### src/rtl/button_debounce_and_blink_pattern_core_assert.svh
// Assertion macros for the button debounce and blink pattern core.
// Included inside the module body of the top level; no other dependencies.
`ifndef BUTTON_DEBOUNCE_AND_BLINK_PATTERN_CORE_ASSERT_SVH
`define BUTTON_DEBOUNCE_AND_BLINK_PATTERN_CORE_ASSERT_SVH

// The consequent must hold in the same cycle as the antecedent.
`define BDB_ASSERT_SAME(label, clock, resetn, ante, cons) \
    label: assert property (@(posedge clock) disable iff (!resetn) (ante) |-> (cons)) \
        else $error("bdb assertion failed in the same cycle");

// A property that must hold at every clock edge outside reset.
`define BDB_ASSERT_ALWAYS(label, clock, resetn, cond) \
    label: assert property (@(posedge clock) disable iff (!resetn) (cond)) \
        else $error("bdb invariant violated");

`endif

### src/rtl/bdb_pkg.sv
// Package for the button debounce and blink pattern core: widths, defaults,
// blink pattern codes and the pattern table functions. No dependencies.
package bdb_pkg;

    localparam int LEVEL_W  = 5;
    localparam int PAT_W    = 4;
    localparam int TICK_W   = 9;

    localparam int DEBOUNCE_COUNT_DEF = 6;
    localparam int BUTTON_COUNT_DEF   = 5;

    // Blink pattern codes; anything from PAT_STEADY upwards keeps the LED on.
    localparam logic [PAT_W-1:0] PAT_LONG   = 4'd0;
    localparam logic [PAT_W-1:0] PAT_MEDIUM = 4'd1;
    localparam logic [PAT_W-1:0] PAT_FAST   = 4'd2;
    localparam logic [PAT_W-1:0] PAT_SHORT  = 4'd3;
    localparam logic [PAT_W-1:0] PAT_DOUBLE = 4'd4;
    localparam logic [PAT_W-1:0] PAT_TRIPLE = 4'd5;
    localparam logic [PAT_W-1:0] PAT_STEADY = 4'd6;

    function automatic logic [TICK_W-1:0] blink_period(input logic [PAT_W-1:0] pat);
        case (pat)
            PAT_LONG:   return 9'd250;
            PAT_MEDIUM: return 9'd150;
            PAT_FAST:   return 9'd50;
            PAT_SHORT:  return 9'd250;
            PAT_DOUBLE: return 9'd350;
            default:    return 9'd450;
        endcase
    endfunction

    function automatic logic blink_led(input logic [PAT_W-1:0] pat,
                                       input logic [TICK_W-1:0] t);
        case (pat)
            PAT_LONG:   return t < 9'd200;
            PAT_MEDIUM: return t < 9'd75;
            PAT_FAST:   return t < 9'd25;
            PAT_SHORT:  return t < 9'd50;
            PAT_DOUBLE: return (t < 9'd50) || (t >= 9'd100 && t < 9'd150);
            default:    return (t < 9'd50) || (t >= 9'd100 && t < 9'd150)
                               || (t >= 9'd200 && t < 9'd250);
        endcase
    endfunction

endpackage

### src/rtl/button_debounce_and_blink_pattern_core.sv
// Button debounce and LED blink pattern core, top level.
// Depends on bdb_pkg and the assertion macro header.
//
// Usage:
// - Input channel (in_valid, in_stall, button_levels): one word per 10 ms tick
//   carrying the raw levels of buttons 2..6, bit 0 being button 2.
// - Output channel (out_valid, out_stall, press_events, display_mode_event,
//   led_level, wake_pulse): exactly one result word for every input word.
// - Configuration: cfg_wr_en with cfg_wr_data writes the blink pattern and
//   restarts the blink tick counter. Write only while no word is in flight.
// A result is offered once its input word has passed the input register and
// the debounce and blink update has run in a single pass into the result
// register. Throughput is one word per cycle while out_stall is low, set by
// that single-pass update of the button and tick state.
// A result waiting under out_stall does not block the input register, which
// still takes one more word; in_stall rises only when both stages are full.
// Reset clears all debounce counters and flags, the tick counter, the blink
// pattern (pattern zero) and both valid stages.
module button_debounce_and_blink_pattern_core #(
    parameter int DEBOUNCE_COUNT = bdb_pkg::DEBOUNCE_COUNT_DEF,
    parameter int BUTTON_COUNT   = bdb_pkg::BUTTON_COUNT_DEF
) (
    input  logic                        clk,
    input  logic                        rst_n,
    input  logic                        cfg_wr_en,
    input  logic [bdb_pkg::PAT_W-1:0]   cfg_wr_data,
    input  logic                        in_valid,
    output logic                        in_stall,
    input  logic [bdb_pkg::LEVEL_W-1:0] button_levels,
    output logic                        out_valid,
    input  logic                        out_stall,
    output logic [bdb_pkg::LEVEL_W-1:0] press_events,
    output logic                        display_mode_event,
    output logic                        led_level,
    output logic                        wake_pulse
);
    import bdb_pkg::*;

    localparam int CNT_W = (DEBOUNCE_COUNT > 2) ? $clog2(DEBOUNCE_COUNT) : 1;
    localparam logic [CNT_W-1:0] CNT_TOP = CNT_W'(DEBOUNCE_COUNT - 1);

    // Handshake and pipeline control.
    logic               s1_valid_reg, s1_valid_next;
    logic               out_valid_reg, out_valid_next;
    logic [LEVEL_W-1:0] s1_levels_reg;
    logic               s2_load, s1_fire, in_take;

    // Debounce and blink state.
    logic [CNT_W-1:0]   cnt_reg [BUTTON_COUNT];
    logic [CNT_W-1:0]   cnt_next [BUTTON_COUNT];
    logic [BUTTON_COUNT-1:0] flag_reg, flag_next;
    logic [BUTTON_COUNT-1:0] press_vec;
    logic [PAT_W-1:0]   pattern_reg;
    logic [TICK_W-1:0]  ticks_reg, ticks_next;

    // Result register.
    logic [LEVEL_W-1:0] press_events_reg, press_events_next;
    logic               led_level_reg, led_level_next;
    logic               wake_pulse_reg, wake_pulse_next;

    logic               steady;
    logic [TICK_W:0]    tick_inc;
    logic               wrap;

    assign s2_load  = !out_valid_reg || !out_stall;
    assign s1_fire  = s1_valid_reg && s2_load;
    assign in_stall = s1_valid_reg && !s2_load;
    assign in_take  = in_valid && !in_stall;

    always_comb
    begin
        s1_valid_next = s1_valid_reg;
        if (in_take)
        begin
            s1_valid_next = 1'b1;
        end
        else if (s1_fire)
        begin
            s1_valid_next = 1'b0;
        end

        out_valid_next = out_valid_reg;
        if (s1_fire)
        begin
            out_valid_next = 1'b1;
        end
        else if (s2_load)
        begin
            out_valid_next = 1'b0;
        end
    end

    // One debouncer per button; buttons beyond the input word never see a press.
    for (genvar i = 0; i < BUTTON_COUNT; i++) begin : g_btn
        logic level;
        if (i < LEVEL_W) begin : g_live
            assign level = s1_levels_reg[i];
        end
        else begin : g_dead
            assign level = 1'b0;
        end

        always_comb
        begin
            press_vec[i] = 1'b0;
            flag_next[i] = flag_reg[i];
            cnt_next[i]  = cnt_reg[i];
            if (level)
            begin
                if (cnt_reg[i] == CNT_TOP && !flag_reg[i])
                begin
                    flag_next[i] = 1'b1;
                    press_vec[i] = 1'b1;
                end
                else if (cnt_reg[i] == '0 && flag_reg[i])
                begin
                    flag_next[i] = 1'b0;
                end
                if (cnt_reg[i] < CNT_TOP)
                begin
                    cnt_next[i] = cnt_reg[i] + 1'b1;
                end
            end
            else if (cnt_reg[i] != '0)
            begin
                cnt_next[i] = cnt_reg[i] - 1'b1;
            end
        end

        always_ff @(posedge clk or negedge rst_n)
        begin
            if (!rst_n)
            begin
                cnt_reg[i]  <= '0;
                flag_reg[i] <= 1'b0;
            end
            else if (s1_fire)
            begin
                cnt_reg[i]  <= cnt_next[i];
                flag_reg[i] <= flag_next[i];
            end
        end
    end

    for (genvar k = 0; k < LEVEL_W; k++) begin : g_press
        if (k < BUTTON_COUNT) begin : g_used
            assign press_events_next[k] = press_vec[k];
        end
        else begin : g_unused
            assign press_events_next[k] = 1'b0;
        end
    end

    // Blink generator: the tick counter is held while the LED is steadily on.
    always_comb
    begin
        steady         = pattern_reg >= PAT_STEADY;
        tick_inc       = {1'b0, ticks_reg} + 1'b1;
        wrap           = !steady && (tick_inc >= {1'b0, blink_period(pattern_reg)});
        led_level_next = steady || blink_led(pattern_reg, ticks_reg);
        if (steady)
        begin
            ticks_next = ticks_reg;
        end
        else if (wrap)
        begin
            ticks_next = '0;
        end
        else
        begin
            ticks_next = tick_inc[TICK_W-1:0];
        end
        wake_pulse_next = wrap || (|press_events_next);
    end

    always_ff @(posedge clk or negedge rst_n)
    begin
        if (!rst_n)
        begin
            s1_valid_reg  <= 1'b0;
            out_valid_reg <= 1'b0;
            pattern_reg   <= PAT_LONG;
            ticks_reg     <= '0;
        end
        else
        begin
            s1_valid_reg  <= s1_valid_next;
            out_valid_reg <= out_valid_next;
            if (cfg_wr_en)
            begin
                pattern_reg <= cfg_wr_data;
                ticks_reg   <= '0;
            end
            else if (s1_fire)
            begin
                ticks_reg <= ticks_next;
            end
        end
    end

    always_ff @(posedge clk)
    begin
        if (in_take)
        begin
            s1_levels_reg <= button_levels;
        end
        if (s1_fire)
        begin
            press_events_reg <= press_events_next;
            led_level_reg    <= led_level_next;
            wake_pulse_reg   <= wake_pulse_next;
        end
    end

    assign out_valid          = out_valid_reg;
    assign press_events       = press_events_reg;
    assign display_mode_event = press_events_reg[0];
    assign led_level          = led_level_reg;
    assign wake_pulse         = wake_pulse_reg;

    `include "button_debounce_and_blink_pattern_core_assert.svh"

    // A recognised press must always raise wake in the same word.
    `BDB_ASSERT_SAME(a_press_wakes, clk, rst_n, out_valid && (|press_events), wake_pulse)
    // The tick counter never reaches the period of the selected pattern.
    `BDB_ASSERT_ALWAYS(a_ticks_in_period, clk, rst_n, ticks_reg < blink_period(pattern_reg))
    // The first debounce counter saturates at its top value.
    `BDB_ASSERT_ALWAYS(a_cnt_saturates, clk, rst_n, cnt_reg[0] <= CNT_TOP)

endmodule

### config.mk
export PLATFORM = sky130hd
export DESIGN_NAME = button_debounce_and_blink_pattern_core
export DESIGN_NICKNAME = d
export VERILOG_FILES = /design/src/rtl/bdb_pkg.sv /design/src/rtl/button_debounce_and_blink_pattern_core.sv
export VERILOG_INCLUDE_DIRS = /design/src /design/src/rtl
export SDC_FILE = /design/constraint.sdc
export NUM_CORES = 1
export LEC_CHECK = 0
export BUFFER_PORTS_ARGS = -buffer_cell sky130_fd_sc_hd__buf_2
export CORE_ASPECT_RATIO = 0.6
export CORE_MARGIN = 2
export CORE_UTILIZATION = 54
export DETAILED_ROUTE_END_ITERATION = 12
export PLACE_DENSITY_LB_ADDON = 0.15
export SLEW_MARGIN = 10
export SYNTH_ARGS = -nofsm -noshare
export SYNTH_HDL_FRONTEND = slang
export SYNTH_SLANG_ARGS = --single-unit
### constraint.sdc
create_clock -name clk -period 3 [get_ports clk]
set_input_delay 0 -clock clk [delete_from_list [all_inputs] [get_ports clk]]
set_output_delay 0 -clock clk [all_outputs]
set_load 0.1 [all_outputs]
==> flow_summary_export.csv <==
group,metric,value,unit
outcome,status,"complete, no violations",
place,dp_hpwl,4950,µm
synth,synth_top_area_cell,"dfrtp_1",
critical_path,endpoint_kind,"flip-flop",
timing,grt_setup_unrepaired,"true",
power_and_ir_drop,peakVddDrop,0.000364,V
synth,synth_flop_cell,"dfrtp_1",
synth,netlist_area,3050,µm²
synth,muxShareOfSynthArea,1.48,%
synth,synth_commonest_cells,"36 x nand2_1, 35 x dfrtp_1, 30 x a21oi_1, 30 x nor2_1, 21 x clkbuf_1",
place,port_buffers,23,
floorplanning,ios,24,
timing,whs,0.0795,ns
timing,setup_viol,0,
synth,ys.warnings.count,0,
grt,grt_usage,23.9,%
clocking,cts_post_setup_buffers_inserted,0,
critical_path,critPathMaxFanout,5,
critical_path,crit_slowest_cell,"a221o_1",
floorplanning,dieArea,6290,µm²
synth,synthAdderAreaFrac,6.97,%
cells_and_area,drive_gt1_share,15.0,%
floorplanning,core,5520,µm²
grt,grt_pass1_wl,12000,µm
synth,synth_edf_count,12,
critical_path,critical-path-max-stage-delay,0.37,ns
timing,maxSlewHeadroom,44.6,%
detailed_routing,drt_pass1_iterations,5,
synth,yosysMostFrequentCell,"nand2_1",
cells_and_area,utilization,63.2,%
timing,finalHoldViolCount,0,
grt,grt.met3_usage,4.28,%
timing,fin_crit_sh,95.5,%
floorplanning,initial_core_util,55.3,%
grt,grt_pass1_vias,2535,
cells_and_area,nFillCells,465,
critical_path,arrival,3.06,ns
synth,synth.top_cell.area_share,28.7,%
synth,synth_compound_area_share,20.5,%
grt,overflow,0,
detailed_routing,ant_nets,0,
synth,yosys-top-cells-area,"dfrtp_1 29%, edfxtp_1 12%, a21oi_1 4.9%",
timing,maxSlewViolCount,0,
timing,skew,0.00880,ns
synth,synthesis.nets,377,
min_path,worst_hold_path_type,"in -> reg",
critical_path,critPathRequiredTime,3.19,ns
floorplanning,die_w,101,µm
clocking,cts.sinks,47,
place,routabilityCongestion,0.918,
floorplanning,core.rowCount,21,
cells_and_area,area_delta_synth_final,14.3,%
clocking,clockBufferDepth,2,
timing,worstMarginPinSlew,0.831,ns
grt,grt_use_met1,38.8,%
grt,grt_busiest_layer,"met1",
grt,antenna_found_initial,0,
grt,grt_max_degree,36,
clocking,h-tree-depth,2,
critical_path,reg2reg_from,"ticks_reg[0]",
detailed_routing,drt_wl_total,6930,µm
detailed_routing,viasPerCell,6.09,
power_and_ir_drop,power.leakage,1.43,nW
timing,max_freq,0.349,GHz
detailed_routing,drc_errors,0,
grt,grtUsageMet2,34.0,%
synth,synthCells,349,
critical_path,timing_worst_setup_path_type,"reg -> reg",
critical_path,crit_buf_inv,1,
floorplanning,dieHeight,62.2,µm
synth,synth_top_family_by_area,"simple AND/OR/NAND/NOR gates",
clocking,cts-root-buf,"clkbuf_8",
critical_path,crit_path_start_kind,"flip-flop",
detailed_routing,num_vias,2740,
synth,synth_seq_cells,47,
cells_and_area,n_antenna_cell,0,
detailed_routing,drt_iter0_drc,275,
critical_path,crit_family,"compound AO/OA/AOI/OAI gates",
synth,synth_xor_area_share,2.87,%
critical_path,path_cells,"ha_2 -> nand2_1 -> nor2_2 -> nand3_1 -> xnor2_2 -> inv_1 -> ha_1 -> and3_1 -> a221o_1 -> a41oi_4 -> nand4_2 -> o31ai_1",
timing,setup_ws,0.135,ns
cells_and_area,largest_reg_flops,15,
clocking,clk_latency,0.30,ns
min_path,hold_start,"cfg_wr_en",
synth,ys_seq_area_share,40.5,%
cells_and_area,final_nets,408,
place,post-place-ws,0.133,ns
synth,synth-async-reset-ratio,74.5,%
synth,synthDistinctLibCells,55,
clocking,cts_tree,"yes",
power_and_ir_drop,cellPowerDensity,648,nW/µm²
synth,avgSynthCellArea,8.74,µm²
clocking,cts_buffers,5,
timing,fin_crit,2.87,ns
critical_path,crit_path_start,"ticks_reg[0]",
synth,yosys.area_share.simple,21.8,%
detailed_routing,wire_per_inst,15.4,µm
job,maxCapViolations,0,
clocking,clkTransAtPathRegs,0.09,ns
path summary, 6_finish.rpt:
path,end,slack (ns),cells past startpoint
setup / recovery,ticks_reg[8],0.13,12
hold / removal,ticks_reg[1],0.08,2
setup reg to reg,ticks_reg[8],0.13,12
hold reg to reg,out_valid,0.50,1
max in group asynchronous,ticks_reg[1],2.09,2
min in group asynchronous,cnt_reg[12],0.34,2
metal layers:
metal / up-vias / part of all wire, % / wire length (µm)
li1: 1329 / - / -
met1: 1296 / 52 / 3580
met2: 110 / 41 / 2820
met3: 5 / 7.3 / 503
met4: 0 / 0.43 / 30
met5: - / 0 / 0
cells in the final DEF, fill, tap and decap left out, types with 4 or more instances in the layout:
cell / count
nor4_1: 6
nor2_1: 29
edfxtp_1: 12
inv_1: 18
and2_1: 4
buf_2: 23
dfrtp_1: 33
o21ai_0: 19
clkbuf_8: 5
o41ai_1: 5
dlygate4sd3_1: 13
nand2_1: 36
buf_4: 15
or3_1: 6
a211oi_1: 5
o22ai_1: 4
fa_1: 5
nor4b_1: 4
mux2_2: 4
ha_1: 8
a21oi_1: 30
nand3_1: 15
nor3_1: 12
nand2b_1: 4
nand4_1: 4
a31oi_1: 6
xnor2_1: 6
report_power, final:
group          internal [mW]  switching [mW]
Sequential             0.805           0.265
Clock                  0.160           0.211
Combinational          0.348           0.472
Total                   1.31           0.949
cell type report:
type	instances	area [µm²]	share of cell area [%]
clock buffers	6	72.6	2.08
clock inverters	2	7.51	0.215
inverters	18	67.6	1.94
multi-input cells	257	1660	47.5
flip-flops and latches	47	1240	35.5
well taps	69	86.3	2.47
repair buffers	51	358	10.3
per-stage QoR:
| step | area, µm² | total power, mW | setup TNS, ns | std cells |
|---|---|---|---|---|
| 2_1_floorplan | 3070 | 1.71 | 0 | 349 |
| 3_3_place_gp | 3270 | 1.85 | 0 | 429 |
| 3_5_place_dp | 3270 | 1.88 | 0 | 429 |
| 4_1_cts | 3480 | 2.27 | 0 | 450 |
| 5_1_grt | 3490 | 2.47 | -0.319 | 450 |
| 6_report | 3490 | 2.26 | 0 | 450 |
cell families (layout without fill, tap and decap cells):
kind of cell,Yosys count,after routing
buffers and inverters,45,77
and+or+nand+nor,133,133
muxes,4,4
DFF,47,47
adders and majority gates,14,14
AOI/OAI and AO/OA,96,96
xor gates and xnor gates,10,10
repair_timing:
action                     CTS  global route
setup endpoints to repair    0             9
hold endpoints to repair    46             0
hold buffers                13             0
resized for setup            0             2
Note: power is estimated with default switching activity, not from simulation.
